$ cat src/rtl/core/e2i_pkg.sv
`timescale 1ns / 1ps
package e2i_pkg;
    localparam int EpochW = 39;
    localparam logic signed [EpochW-1:0] SecMin = -39'sd62167219200;
    localparam logic signed [EpochW-1:0] SecMax = 39'sd253402300799;
    localparam logic signed [EpochW-1:0] DayMin = -39'sd719528;
    localparam logic signed [EpochW-1:0] DayMax = 39'sd2932896;
    localparam logic [7:0] ChZero  = 8'h30;
    localparam logic [7:0] ChDash  = 8'h2d;
    localparam logic [7:0] ChSpace = 8'h20;
    localparam logic [7:0] ChColon = 8'h3a;
    localparam logic [4:0] LenDate = 5'd10;
    localparam logic [4:0] LenFull = 5'd19;

    typedef enum logic {
        OP_DATE = 1'b0,
        OP_TIME = 1'b1
    } t_opcode;

    typedef struct packed {
        logic [3:0] y3;
        logic [3:0] y2;
        logic [3:0] y1;
        logic [3:0] y0;
        logic [3:0] mo1;
        logic [3:0] mo0;
        logic [3:0] d1;
        logic [3:0] d0;
        logic [3:0] h1;
        logic [3:0] h0;
        logic [3:0] mi1;
        logic [3:0] mi0;
        logic [3:0] s1;
        logic [3:0] s0;
        logic       full;
    } t_digits;
endpackage

$ cat src/rtl/core/e2i_if.sv
`timescale 1ns / 1ps
interface e2i_in_if;
    logic              valid;
    logic              ready;
    logic              opcode;
    logic signed [38:0] epoch_value;
    modport source (output valid, output opcode, output epoch_value, input ready);
    modport sink   (input valid, input opcode, input epoch_value, output ready);
endinterface

interface e2i_out_if;
    logic       valid;
    logic       ready;
    logic [7:0] text_char;
    logic       last_char;
    modport source (output valid, output text_char, output last_char, input ready);
    modport sink   (input valid, input text_char, input last_char, output ready);
endinterface

$ cat src/rtl/core/e2i_conv.sv
`timescale 1ns / 1ps
module e2i_conv (
    input  logic                      i_clk,
    input  logic                      i_rst_n,
    input  logic                      i_valid,
    output logic                      o_ready,
    input  logic                      i_opcode,
    input  logic signed [38:0]        i_epoch_value,
    output logic                      o_valid,
    input  logic                      i_ready,
    output e2i_pkg::t_digits          o_digits
);
    import e2i_pkg::*;

    localparam int NStg = 11;
    localparam logic [31:0] Rcp675  = 32'd3257812231;
    localparam logic [23:0] RcpEra  = 24'd15051803;
    localparam logic [12:0] Rcp225  = 13'd4661;
    localparam logic [10:0] Rcp15   = 11'd1093;
    localparam logic [17:0] Rcp1460 = 18'd183860;
    localparam logic [18:0] Rcp365  = 19'd367720;
    localparam logic [10:0] Rcp153  = 11'd1714;
    localparam logic [10:0] Rcp5    = 11'd1639;
    localparam logic [14:0] Rcp1000 = 15'd16778;
    localparam logic [13:0] Rcp100  = 14'd10486;
    localparam logic [13:0] Rcp10   = 14'd13108;

    logic [NStg-1:0] r_v;
    logic [NStg-1:0] adv;

    // stage 1: clamp
    logic               r1_full;
    logic signed [38:0] r1_v;
    // stage 2: seconds to days by reciprocal
    logic               r2_full;
    logic [21:0]        r2_q;
    logic [16:0]        r2_ulo;
    logic signed [22:0] r2_day;
    // stage 3: shifted day count, time of day
    logic               r3_full;
    logic [21:0]        r3_z;
    logic [16:0]        r3_tod;
    // stage 4: era, hour
    logic               r4_full;
    logic [4:0]         r4_era;
    logic [21:0]        r4_z;
    logic [4:0]         r4_h;
    logic [16:0]        r4_tod;
    // stage 5: day of era, seconds within hour
    logic               r5_full;
    logic [4:0]         r5_era;
    logic [17:0]        r5_doe;
    logic [4:0]         r5_h;
    logic [11:0]        r5_rem;
    // stage 6: year numerator, minute
    logic               r6_full;
    logic [4:0]         r6_era;
    logic [17:0]        r6_doe;
    logic [17:0]        r6_t;
    logic [4:0]         r6_h;
    logic [11:0]        r6_rem;
    logic [5:0]         r6_mi;
    // stage 7: year of era, second
    logic               r7_full;
    logic [4:0]         r7_era;
    logic [17:0]        r7_doe;
    logic [8:0]         r7_yoe;
    logic [4:0]         r7_h;
    logic [5:0]         r7_mi;
    logic [5:0]         r7_s;
    // stage 8: day of year
    logic               r8_full;
    logic [4:0]         r8_era;
    logic [8:0]         r8_yoe;
    logic [8:0]         r8_doy;
    logic [4:0]         r8_h;
    logic [5:0]         r8_mi;
    logic [5:0]         r8_s;
    // stage 9: month index
    logic               r9_full;
    logic [4:0]         r9_era;
    logic [8:0]         r9_yoe;
    logic [8:0]         r9_doy;
    logic [3:0]         r9_mp;
    logic [4:0]         r9_h;
    logic [5:0]         r9_mi;
    logic [5:0]         r9_s;
    // stage 10: year, month, day
    logic               r10_full;
    logic [13:0]        r10_y;
    logic [3:0]         r10_m;
    logic [4:0]         r10_d;
    logic [4:0]         r10_h;
    logic [5:0]         r10_mi;
    logic [5:0]         r10_s;
    // stage 11: decimal digits
    t_digits            r11_dg;

    function automatic logic [3:0] tens_of(input logic [5:0] x);
        logic [9:0] p;
        p = 10'(x) * 10'd13;
        return 4'(p[9:7]);
    endfunction

    function automatic logic [3:0] ones_of(input logic [5:0] x);
        logic [5:0] t;
        t = 6'(tens_of(x));
        return 4'(x - t * 6'd10);
    endfunction

    always_comb begin
        adv[NStg-1] = !r_v[NStg-1] || i_ready;
        for (int k = NStg - 2; k >= 0; k--) begin
            adv[k] = !r_v[k] || adv[k+1];
        end
    end
    assign o_ready  = adv[0];
    assign o_valid  = r_v[NStg-1];
    assign o_digits = r11_dg;

    always_ff @(posedge i_clk) begin
        if (!i_rst_n) begin
            r_v <= '0;
        end else begin
            if (adv[0]) r_v[0] <= i_valid;
            for (int k = 1; k < NStg; k++) begin
                if (adv[k]) r_v[k] <= r_v[k-1];
            end
        end
    end

    logic signed [38:0] n1_v;
    always_comb begin
        n1_v = i_epoch_value;
        if (i_opcode == OP_TIME) begin
            if (n1_v < SecMin) n1_v = SecMin;
            if (n1_v > SecMax) n1_v = SecMax;
        end else begin
            if (n1_v < DayMin) n1_v = DayMin;
            if (n1_v > DayMax) n1_v = DayMax;
        end
    end

    // shifted seconds are nonnegative: s + 62167219200 < 2^39
    logic [38:0] s2_u;
    logic [63:0] s2_p;
    always_comb begin
        s2_u = 39'(r1_v - SecMin);
        s2_p = 64'(s2_u[38:7]) * 64'(Rcp675);
    end

    logic [38:0]        s3_qs;
    logic [16:0]        s3_tod;
    logic signed [22:0] s3_zd;
    logic [21:0]        s3_z;
    always_comb begin
        s3_qs  = 39'(r2_q) * 39'd86400;
        s3_tod = r2_ulo - s3_qs[16:0];
        s3_zd  = r2_day + 23'sd865565;
        s3_z   = r2_full ? (r2_q + 22'd146037) : s3_zd[21:0];
    end

    logic [45:0] s4_pe;
    logic [25:0] s4_ph;
    always_comb begin
        s4_pe = 46'(r3_z) * 46'(RcpEra);
        s4_ph = 26'(r3_tod[16:4]) * 26'(Rcp225);
    end

    logic [21:0] s5_es;
    logic [16:0] s5_hs;
    always_comb begin
        s5_es = 22'(r4_era) * 22'd146097;
        s5_hs = 17'(r4_h) * 17'd3600;
    end

    logic [35:0] s6_pa;
    logic [17:0] s6_t;
    logic [20:0] s6_pm;
    always_comb begin
        s6_pa = 36'(r5_doe) * 36'(Rcp1460);
        s6_t  = r5_doe - 18'(s6_pa[35:28]) + 18'(r5_doe >= 18'd36524)
              + 18'(r5_doe >= 18'd73048) + 18'(r5_doe >= 18'd109572);
        s6_pm = 21'(r5_rem[11:2]) * 21'(Rcp15);
    end

    logic [36:0] s7_py;
    logic [11:0] s7_ms;
    always_comb begin
        s7_py = 37'(r6_t) * 37'(Rcp365);
        s7_ms = 12'(r6_mi) * 12'd60;
    end

    logic [17:0] s8_ys;
    always_comb begin
        s8_ys = 18'(r7_yoe) * 18'd365 + 18'(r7_yoe[8:2])
              - 18'(r7_yoe >= 9'd100) - 18'(r7_yoe >= 9'd200) - 18'(r7_yoe >= 9'd300);
    end

    logic [21:0] s9_pm;
    always_comb begin
        s9_pm = (22'(r8_doy) * 22'd5 + 22'd2) * 22'(Rcp153);
    end

    logic [21:0] s10_pd;
    logic [8:0]  s10_dd;
    logic [3:0]  s10_m;
    always_comb begin
        s10_pd = (22'(r9_mp) * 22'd153 + 22'd2) * 22'(Rcp5);
        s10_dd = s10_pd[21:13];
        s10_m  = (r9_mp < 4'd10) ? r9_mp + 4'd3 : r9_mp - 4'd9;
    end

    logic [27:0] s11_p3;
    logic [26:0] s11_p2;
    logic [26:0] s11_p1;
    logic [3:0]  s11_q3;
    logic [6:0]  s11_q2;
    logic [9:0]  s11_q1;
    always_comb begin
        s11_p3 = 28'(r10_y) * 28'(Rcp1000);
        s11_p2 = 27'(r10_y) * 27'(Rcp100);
        s11_p1 = 27'(r10_y) * 27'(Rcp10);
        s11_q3 = s11_p3[27:24];
        s11_q2 = s11_p2[26:20];
        s11_q1 = s11_p1[26:17];
    end

    always_ff @(posedge i_clk) begin
        if (adv[0]) begin
            r1_full <= i_opcode;
            r1_v    <= n1_v;
        end
        if (adv[1]) begin
            r2_full <= r1_full;
            r2_q    <= s2_p[62:41];
            r2_ulo  <= s2_u[16:0];
            r2_day  <= r1_v[22:0];
        end
        if (adv[2]) begin
            r3_full <= r2_full;
            r3_z    <= s3_z;
            r3_tod  <= r2_full ? s3_tod : '0;
        end
        if (adv[3]) begin
            r4_full <= r3_full;
            r4_era  <= s4_pe[45:41];
            r4_z    <= r3_z;
            r4_h    <= s4_ph[24:20];
            r4_tod  <= r3_tod;
        end
        if (adv[4]) begin
            r5_full <= r4_full;
            r5_era  <= r4_era;
            r5_doe  <= 18'(r4_z - s5_es);
            r5_h    <= r4_h;
            r5_rem  <= 12'(r4_tod - s5_hs);
        end
        if (adv[5]) begin
            r6_full <= r5_full;
            r6_era  <= r5_era;
            r6_doe  <= r5_doe;
            r6_t    <= s6_t;
            r6_h    <= r5_h;
            r6_rem  <= r5_rem;
            r6_mi   <= s6_pm[19:14];
        end
        if (adv[6]) begin
            r7_full <= r6_full;
            r7_era  <= r6_era;
            r7_doe  <= r6_doe;
            r7_yoe  <= s7_py[35:27];
            r7_h    <= r6_h;
            r7_mi   <= r6_mi;
            r7_s    <= 6'(r6_rem - s7_ms);
        end
        if (adv[7]) begin
            r8_full <= r7_full;
            r8_era  <= r7_era;
            r8_yoe  <= r7_yoe;
            r8_doy  <= 9'(r7_doe - s8_ys);
            r8_h    <= r7_h;
            r8_mi   <= r7_mi;
            r8_s    <= r7_s;
        end
        if (adv[8]) begin
            r9_full <= r8_full;
            r9_era  <= r8_era;
            r9_yoe  <= r8_yoe;
            r9_doy  <= r8_doy;
            r9_mp   <= s9_pm[21:18];
            r9_h    <= r8_h;
            r9_mi   <= r8_mi;
            r9_s    <= r8_s;
        end
        if (adv[9]) begin
            r10_full <= r9_full;
            r10_y    <= 14'(r9_yoe) + 14'(r9_era) * 14'd400 - 14'd400
                      + ((s10_m <= 4'd2) ? 14'd1 : 14'd0);
            r10_m    <= s10_m;
            r10_d    <= 5'(r9_doy - s10_dd + 9'd1);
            r10_h    <= r9_h;
            r10_mi   <= r9_mi;
            r10_s    <= r9_s;
        end
        if (adv[10]) begin
            r11_dg.full <= r10_full;
            r11_dg.y3   <= s11_q3;
            r11_dg.y2   <= 4'(s11_q2 - 7'(s11_q3) * 7'd10);
            r11_dg.y1   <= 4'(s11_q1 - 10'(s11_q2) * 10'd10);
            r11_dg.y0   <= 4'(r10_y - 14'(s11_q1) * 14'd10);
            r11_dg.mo1  <= tens_of(6'(r10_m));
            r11_dg.mo0  <= ones_of(6'(r10_m));
            r11_dg.d1   <= tens_of(6'(r10_d));
            r11_dg.d0   <= ones_of(6'(r10_d));
            r11_dg.h1   <= tens_of(6'(r10_h));
            r11_dg.h0   <= ones_of(6'(r10_h));
            r11_dg.mi1  <= tens_of(r10_mi);
            r11_dg.mi0  <= ones_of(r10_mi);
            r11_dg.s1   <= tens_of(r10_s);
            r11_dg.s0   <= ones_of(r10_s);
        end
    end
endmodule

$ cat src/rtl/core/e2i_ser.sv
`timescale 1ns / 1ps
module e2i_ser (
    input  logic             i_clk,
    input  logic             i_rst_n,
    input  logic             i_valid,
    output logic             o_ready,
    input  e2i_pkg::t_digits i_digits,
    output logic             o_valid,
    input  logic             i_ready,
    output logic [7:0]       o_text_char,
    output logic             o_last_char
);
    import e2i_pkg::*;

    logic            r_busy;
    logic [4:0]      r_idx;
    t_digits         r_dg;
    logic [4:0]      len;
    logic [7:0]      ch;
    logic            last;
    logic            done;

    assign len  = r_dg.full ? LenFull : LenDate;
    assign last = (r_idx == len - 5'd1);
    assign done = r_busy && i_ready && last;
    assign o_ready = !r_busy || done;
    assign o_valid = r_busy;
    assign o_text_char = ch;
    assign o_last_char = last;

    always_comb begin
        case (r_idx)
            5'd0:  ch = ChZero + 8'(r_dg.y3);
            5'd1:  ch = ChZero + 8'(r_dg.y2);
            5'd2:  ch = ChZero + 8'(r_dg.y1);
            5'd3:  ch = ChZero + 8'(r_dg.y0);
            5'd5:  ch = ChZero + 8'(r_dg.mo1);
            5'd6:  ch = ChZero + 8'(r_dg.mo0);
            5'd8:  ch = ChZero + 8'(r_dg.d1);
            5'd9:  ch = ChZero + 8'(r_dg.d0);
            5'd10: ch = ChSpace;
            5'd11: ch = ChZero + 8'(r_dg.h1);
            5'd12: ch = ChZero + 8'(r_dg.h0);
            5'd14: ch = ChZero + 8'(r_dg.mi1);
            5'd15: ch = ChZero + 8'(r_dg.mi0);
            5'd17: ch = ChZero + 8'(r_dg.s1);
            5'd18: ch = ChZero + 8'(r_dg.s0);
            5'd13, 5'd16: ch = ChColon;
            default: ch = ChDash;
        endcase
    end

    always_ff @(posedge i_clk) begin
        if (!i_rst_n) begin
            r_busy <= 1'b0;
            r_idx  <= '0;
        end else if (i_valid && o_ready) begin
            r_busy <= 1'b1;
            r_idx  <= '0;
        end else if (done) begin
            r_busy <= 1'b0;
        end else if (r_busy && i_ready) begin
            r_idx <= r_idx + 5'd1;
        end
    end

    always_ff @(posedge i_clk) begin
        if (i_valid && o_ready) r_dg <= i_digits;
    end
endmodule

$ cat src/rtl/core/epoch_to_iso_datetime_text.sv
`timescale 1ns / 1ps
// Converts a day count (opcode 0) or second count (opcode 1) since 1970-01-01 into
// ISO text, one character per cycle while the output is ready: 10 characters for a
// date, 19 for date and time. Conversion runs in an eleven-stage pipeline that takes
// an item each cycle unless back-pressure stalls it; the output serializer, once busy,
// takes a new item only as the last character of its current item is taken.
module epoch_to_iso_datetime_text (
    input  logic    i_clk,
    input  logic    i_rst_n,
    e2i_in_if.sink  i_in,
    e2i_out_if.source o_out
);
    import e2i_pkg::*;

    logic    cv_valid;
    logic    cv_ready;
    t_digits cv_digits;

    e2i_conv u_conv (
        .i_clk         (i_clk),
        .i_rst_n       (i_rst_n),
        .i_valid       (i_in.valid),
        .o_ready       (i_in.ready),
        .i_opcode      (i_in.opcode),
        .i_epoch_value (i_in.epoch_value),
        .o_valid       (cv_valid),
        .i_ready       (cv_ready),
        .o_digits      (cv_digits)
    );

    e2i_ser u_ser (
        .i_clk       (i_clk),
        .i_rst_n     (i_rst_n),
        .i_valid     (cv_valid),
        .o_ready     (cv_ready),
        .i_digits    (cv_digits),
        .o_valid     (o_out.valid),
        .i_ready     (o_out.ready),
        .o_text_char (o_out.text_char),
        .o_last_char (o_out.last_char)
    );

`ifndef SYNTHESIS
    a_char_ascii: assert property (@(posedge i_clk) disable iff (!i_rst_n)
        o_out.valid |-> (o_out.text_char >= ChSpace && o_out.text_char <= ChColon))
        else $error("bad char");
    a_hold: assert property (@(posedge i_clk) disable iff (!i_rst_n)
        o_out.valid && !o_out.ready |=> o_out.valid && $stable(o_out.text_char))
        else $error("output changed while stalled");
`endif
endmodule

$ cat src/flat_wrapper.sv
// flat-port wrapper written by rule: the top's interface ports become plain ports
module epoch_to_iso_datetime_text_flat import e2i_pkg::*;
  (i_clk, i_rst_n, i_in_valid, i_in_opcode, i_in_epoch_value, i_in_ready, o_out_valid, o_out_text_char, o_out_last_char, o_out_ready);
  e2i_in_if i_in_i ();
  e2i_out_if o_out_i ();
  input  logic i_clk;
  input  logic i_rst_n;
  input wire logic [$bits(i_in_i.valid)-1:0] i_in_valid;
  input wire logic [$bits(i_in_i.opcode)-1:0] i_in_opcode;
  input wire logic [$bits(i_in_i.epoch_value)-1:0] i_in_epoch_value;
  output wire logic [$bits(i_in_i.ready)-1:0] i_in_ready;
  output wire logic [$bits(o_out_i.valid)-1:0] o_out_valid;
  output wire logic [$bits(o_out_i.text_char)-1:0] o_out_text_char;
  output wire logic [$bits(o_out_i.last_char)-1:0] o_out_last_char;
  input wire logic [$bits(o_out_i.ready)-1:0] o_out_ready;
  assign i_in_i.valid = i_in_valid;
  assign i_in_i.opcode = i_in_opcode;
  assign i_in_i.epoch_value = i_in_epoch_value;
  assign i_in_ready = i_in_i.ready;
  assign o_out_valid = o_out_i.valid;
  assign o_out_text_char = o_out_i.text_char;
  assign o_out_last_char = o_out_i.last_char;
  assign o_out_i.ready = o_out_ready;
  epoch_to_iso_datetime_text u_core (.i_clk(i_clk), .i_rst_n(i_rst_n), .i_in(i_in_i), .o_out(o_out_i));
endmodule
$ cat config.mk
export PLATFORM = sky130hd
export DESIGN_NAME = epoch_to_iso_datetime_text_flat
export DESIGN_NICKNAME = d
export VERILOG_FILES = /design/src/rtl/core/e2i_pkg.sv /design/src/rtl/core/e2i_if.sv /design/src/rtl/core/e2i_conv.sv /design/src/rtl/core/e2i_ser.sv /design/src/rtl/core/epoch_to_iso_datetime_text.sv /design/src/flat_wrapper.sv
export SDC_FILE = /design/constraint.sdc
export NUM_CORES = 2
export LEC_CHECK = 0
export ABC_AREA = 1
export ABC_CLOCK_PERIOD_IN_PS = 10400
export BUFFER_PORTS_ARGS = -buffer_cell sky130_fd_sc_hd__buf_2
export CORE_UTILIZATION = 60
export DETAILED_ROUTE_END_ITERATION = 8
export PLACE_DENSITY = 0.76
export SYNTH_ARGS = -nofsm -noshare
export SYNTH_HDL_FRONTEND = slang
export SYNTH_SLANG_ARGS = --single-unit
$ cat constraint.sdc
create_clock -name i_clk -period 10.4 [get_ports i_clk]
set_clock_uncertainty 0.05 [all_clocks]
set_input_delay 0.52 -clock i_clk [delete_from_list [all_inputs] [get_ports i_clk]]
set_output_delay 0.52 -clock i_clk [all_outputs]
set_load 0.01 [all_outputs]
# Word level (Yosys, flattened, before mapping)
# Index checks and enable logic that the tools add are counted.
totals:
  regBits: 551
  latch_bits: 0
  mem_bits_rw: 0
  rom_bits: 0
  elab_cells: 256
  mem_count: 0
classes:
  n_addsub: 49
  mul: 32
  div: 0
  n_lt_le_gt_ge: 12
  eq_ne: 17
  shifts: 0
  n_mux: 14
  n_bitwise: 2
  n_reduce_logical: 32
ops:
  columns: ["op", "count"]
  rows:
  - ["2-to-1 mux 39 bit", 7]
  - ["case mux 7 bit (16 select lines)", 1]
  - ["adder 6 x 4 -> 7 bit, first input constant", 9]
  - ["multiplier 32 x 32 -> 63 bit, second input constant", 1]
  - ["adder 18 x 1 -> 18 bit", 3]
  - ["multiplier 22 x 24 -> 46 bit, second input constant", 1]
  - ["equality test 5 x 4 -> 1 bit, second input constant", 8]
  - ["greater-than comparator 39 x 23 -> 1 bit, second input constant", 1]
  - ["greater-than comparator 39 bit, second input constant", 1]
  - ["< comparator 39 x 21 -> 1 bit, second input constant", 1]
  - ["< comparator 39 x 37 -> 1 bit, second input constant", 1]
  - ["subtractor 39 x 37 -> 39 bit, second input constant", 1]
  - [">= comparator 18 x 17 -> 1 bit, second input constant", 2]
  - ["multiplier 18 x 16 -> 34 bit, second input constant", 1]
  - ["multiplier 18 x 16 -> 33 bit, second input constant", 1]
  - ["subtractor 4 bit", 8]
  - ["multiplier 14 x 14 -> 27 bit, second input constant", 1]
  - ["subtractor 9 x 1 -> 9 bit", 3]
  - ["adder 12 x 2 -> 13 bit, second input constant", 2]
  - ["multiplier 14 x 13 -> 26 bit, second input constant", 1]
  - ["multiplier 13 x 13 -> 25 bit, second input constant", 1]
  - ["multiplier 14 x 12 -> 25 bit, second input constant", 1]
  - ["adder 22 x 18 -> 22 bit, second input constant", 1]
  - ["adder 22 x 21 -> 22 bit, second input constant", 1]
  - ["other kinds (61)", 100]

# Longest topological paths before layout
depth:
  word_depth: 16
  ltp_mapped: 41
  ltp_nobuf: 41

# By module
# From an unflattened synthesis, not the netlist that was laid out.
unflattened:
  cells_unflattened: 9211
  hier_area_um2: 84414.7
modules_own_cells:
  columns: ["module", "instances", "cells_each", "area_each_um2", "seq_area_each_um2"]
  rows:
  - ["e2i_conv", 1, 8929, 81540.7, 14513.9]
  - ["e2i_ser", 1, 282, 2874.0, 1831.8]

# Least setup slack after synthesis
# No wires, ideal clock.
synth_timing:
  kind: "register to register"
  startpoint: "register u_core.u_conv.r1_v[10]"
  endpoint: "register u_core.u_conv.r2_q[18], data pin"
  setup_ns: 0.252
  arrival_ns: 7.450
  required_ns: 10.098
  path_slack_ns: 2.648
  path_stages_with_launch: 38
  n_path_buf: 0
  period_less_slack_ns: 7.752
  path_cell_list: "edfxtp_1 > inv_1 > ha_1 > nand2_1 > nor2_1 > a21oi_2 > nand2_1 > nand2_1 > nand2_1 > a21oi_2 > nand4_1 > nand3_1 > xor2_1 > inv_1 > fa_1 > ha_1 > inv_1 > fa_1 > [2 not listed] > inv_1 > fa_1 > inv_1 > fa_1 > fa_1 > ha_1 > ha_1 > a21oi_1 > inv_1 > a21oi_1 > a21boi_0 > o21ai_0 > inv_1 > nor3_1 > nor2_1 > nand2_1 > nand2_1 > nand2_1"
synth_between:
  elab_chain_len: 2
synth_lines:
  columns: ["element", "line_no", "text"]
  rows:
  - ["from (decl)", "e2i_conv.sv:33", "logic signed [38:0] r1_v;"]
  - ["from (signal assigned)", "e2i_conv.sv:232", "r1_v <= n1_v;"]
  - ["subtractor 39 x 37 -> 39 bit", "e2i_conv.sv:148", "s2_u = 39'(r1_v - SecMin);"]
  - ["named net u_core.u_conv.s2_u[10]", "e2i_conv.sv:145", "logic [38:0] s2_u;"]
  - ["multiplier 32 x 32 -> 63 bit", "e2i_conv.sv:149", "s2_p = 64'(s2_u[38:7]) * 64'(Rcp675);"]
  - ["named net u_core.u_conv.s2_p[59]", "e2i_conv.sv:146", "logic [63:0] s2_p;"]
  - ["to (signal assigned)", "e2i_conv.sv:236", "r2_q <= s2_p[62:41];"]
  - ["to (decl)", "e2i_conv.sv:36", "logic [21:0] r2_q;"]
# The timed path passes the listed nets, and every way through them passes these cells.
# A chain may end at the register's enable or synchronous reset.

# Worst setup path in the final report
layout_timing:
  startpoint: "register u_core.u_conv.r1_v[10]"
  endpoint: "register u_core.u_conv.r2_q[16], data pin"
# The elaborated chain is that of the path after synthesis.

==> out/results.ini <==
[clock_tree]
root_buffer=clkbuf_16
htree_levels=2
ctsHoldBuffers=0
clock_latency_ns=0.70
post_cts.repair.setup_buffers=0
cts.repair.resized=0
numCtsBuffers=60
cts_tree=done
path_clk_slew_ns=0.06
cts.sinks=541
cts_buffer_depth=3

[route]
routed_wirelength_mm=197
dr.pass1.iters=8
num_vias=56382
ant_nets=0
via_per_inst=5.50
drtIter0Drc=3280
wire_per_inst_um=19.2
drc=8

[layout]
area_delta_synth_final_pct=5.59
nNetsFinal=11211
n_fill_cell=10826
drive_gt1_frac=0.0265

[logic_synthesis]
syn_area_mm2=0.0809
synth_cell_types=71
synth_edf_count=524
async_reset_ff_frac=0
synth_area_leaders=ha_1 (27%), fa_1 (25%), edfxtp_1 (19%), inv_1 (10%), nand2_1 (3.8%)
synth_area_leader_cell=ha_1
yosys_warnings=0
syn_avg_cell_area_um2=9.70
netlist.area_leader.share=0.268
ys_ff_latch=541
synth-main-ff-cell=edfxtp_1
synth_cells=8332
ys_seq_area_frac=0.199

[place]
place.port_buffers=51
hpwlAfterDp_mm=170
routabilityCongestion=0.987

[grt]
grt_usage=0.299
grt_pass1_vias=60148
grt_overflow=0
grt_pass1_wl_mm=319
antenna_found_initial=4
grt_max_degree=54

[critical_path]
path_buf_inv=8
crit_path_max_incr_delay_ns=0.98
worst-path-max-fanout=11
path_delay_family=adder cells
cp.required_ns=10.79
crit_type=register to register
cpMaxStageDelayCell=xor2_1
startpoint_type=register
crit_path_end_kind=register
crit_arrival_ns=9.52

[job]
maxCapViolations=0

[timing]
post-route-period-util=0.878
fin_setup_tns_ns=0
hold_viol_final=0
period_needed_ns=9.13
rsz0062_at_grt=false
worst_pin_slew_ns=1.25
fmax_mhz=109
setup_viol=0
slew_viol_final=0
max_slew_margin=0.162

[status]
status=finished with violations
violations=DRC

[floorplanning]
die_y_um=369
core_mm2=0.134
placementRows=134
die_width_um=369
start_util=0.605
die_area_mm2=0.136
io_pins=55

[worst_hold_path]
hold_class=input pin to register

-- stage by stage --
step	hold WS (ns)	cells	setup slack, ns	utilization	instance area [um^2]
after floorplan	0.350	8333	2.65	-	80900
after global placement	0.351	10142	1.45	0.623	83300
after detailed placement	0.355	10142	1.39	0.623	83300
after CTS	0.0143	10256	1.36	0.639	85400
after global routing	0.0552	10257	0.821	0.639	85400
final	0.0539	10259	1.27	0.639	85400
-- cell usage after synthesis, types with 6 or more instances --
cell type,n
a21o_1,40
o221ai_1,6
o21bai_1,26
nand3_1,195
a31oi_1,35
nor3_1,73
nand2_1,824
o21a_1,20
a21boi_0,10
xor2_1,174
edfxtp_1,524
fa_1,1000
a211oi_1,13
a221oi_1,9
nor4_1,42
buf_6,8
or2_2,11
o2111ai_1,8
o211ai_1,19
nor2_1,370
nand4_1,70
clkbuf_1,15
a21oi_1,414
o21ai_1,9
ha_1,1731
o31ai_1,7
inv_1,2213
nor3_2,6
dfxtp_1,17
xnor2_1,109
o21ai_0,255
-- per-layer routing --
layer | global-route usage | up-vias | part of all wire
met5 | 0 | - | 0.000081
met4 | 0.104 | 2 | 0.038
met3 | 0.0304 | 338 | 0.049
met2 | 0.533 | 1488 | 0.50
met1 | 0.377 | 27639 | 0.41
li1 | - | 26915 | -
-- state kept, by name, indices dropped and copies added, names as in the netlist, 9 cells and up --
name and count:
u_core.u_conv.r8_yoe 9, u_core.u_conv.r5_doe 18, u_core.u_conv.r3_z 22, u_core.u_ser.r_dg 48, u_core.u_conv.r8_doy 9, u_core.u_conv.r7_doe 9
u_core.u_conv.r3_tod 17, u_core.u_conv.r5_rem 12, u_core.u_conv.r7_yoe 9, u_core.u_conv.r10_y 14, u_core.u_conv.r6_t 18, u_core.u_conv.o_digits 48
u_core.u_conv.r_v 11, u_core.u_conv.r4_tod 12, u_core.u_conv.r9_yoe 9, u_core.u_conv.r2_q 22, u_core.u_conv.r2_ulo 17, u_core.u_conv.r4_z 18
u_core.u_conv.r2_day 12, u_core.u_conv.r6_doe 9, u_core.u_conv.r1_v 39
-- worst paths after layout --
path,to,depth (start not counted),start,slack [ns]
max,u_core.u_conv.r2_q[16],33,u_core.u_conv.r1_v[10],1.27
max reg2reg,u_core.u_conv.r2_q[16],33,u_core.u_conv.r1_v[10],1.27
min reg2reg,u_core.u_conv.r8_era[0],0,u_core.u_conv.r7_era[0],0.35
min,u_core.u_conv.r_v[0],3,i_in_valid,0.05
-- cell type report --
type / count / area [um^2] / area share
flip-flops and latches: 541 / 16100 / 0.188
clock buffers: 69 / 1600 / 0.0187
repair buffers: 72 / 413 / 0.00484
inverters: 2218 / 8330 / 0.0976
well taps: 1768 / 2210 / 0.0259
multi-input cells: 5543 / 56300 / 0.659
clock inverters: 45 / 474 / 0.00555
diodes: 3 / 7.51 / 0.0000879
-- layout by cell type (no fill, tap or decap), types with 7 or more instances in the layout --
cell	instances
a21boi_0	10
nand2_2	7
a221oi_1	9
o211ai_1	19
clkbuf_16	61
ha_1	1731
o21ai_1	9
o31ai_1	7
a21oi_1	414
nor2_1	369
xnor2_1	109
o21ai_0	255
buf_4	21
nor4_1	42
a211oi_1	13
edfxtp_1	524
dfxtp_1	17
clkinv_4	7
or2_2	11
nand2_1	821
o21a_1	20
nand4_1	70
a21o_1	40
o21bai_1	26
nor3_1	73
a31oi_1	35
xor2_1	174
inv_1	2210
buf_2	51
o2111ai_1	8
fa_1	1000
clkinvlp_4	7
nand3_1	194
clkinv_1	11
-- worst reg2reg max path, delay by kind of cell, from the launching register on --
| family | cells | cell delay [ns] |
|---|---|---|
| simple gates | 12 | 1.50 |
| flops | 1 | 0.52 |
| compound gates | 3 | 0.62 |
| xor+xnor | 1 | 0.98 |
| fa+ha+maj | 9 | 4.02 |
| buf+inv | 8 | 1.21 |
-- cells by family after synthesis --
logic type / synth area share
AOI/OAI and AO/OA: 0.0632
other: 0.0000929
muxes: 0.000124
DFF: 0.199
xor gates and xnor gates: 0.0312
adders and majority gates: 0.515
and+or+nand+nor: 0.0855
buffers and inverters: 0.106
Power is left out: the tool's default activity adds up to more than one toggle a clock period on the data nets, which glitch-free logic cannot reach.
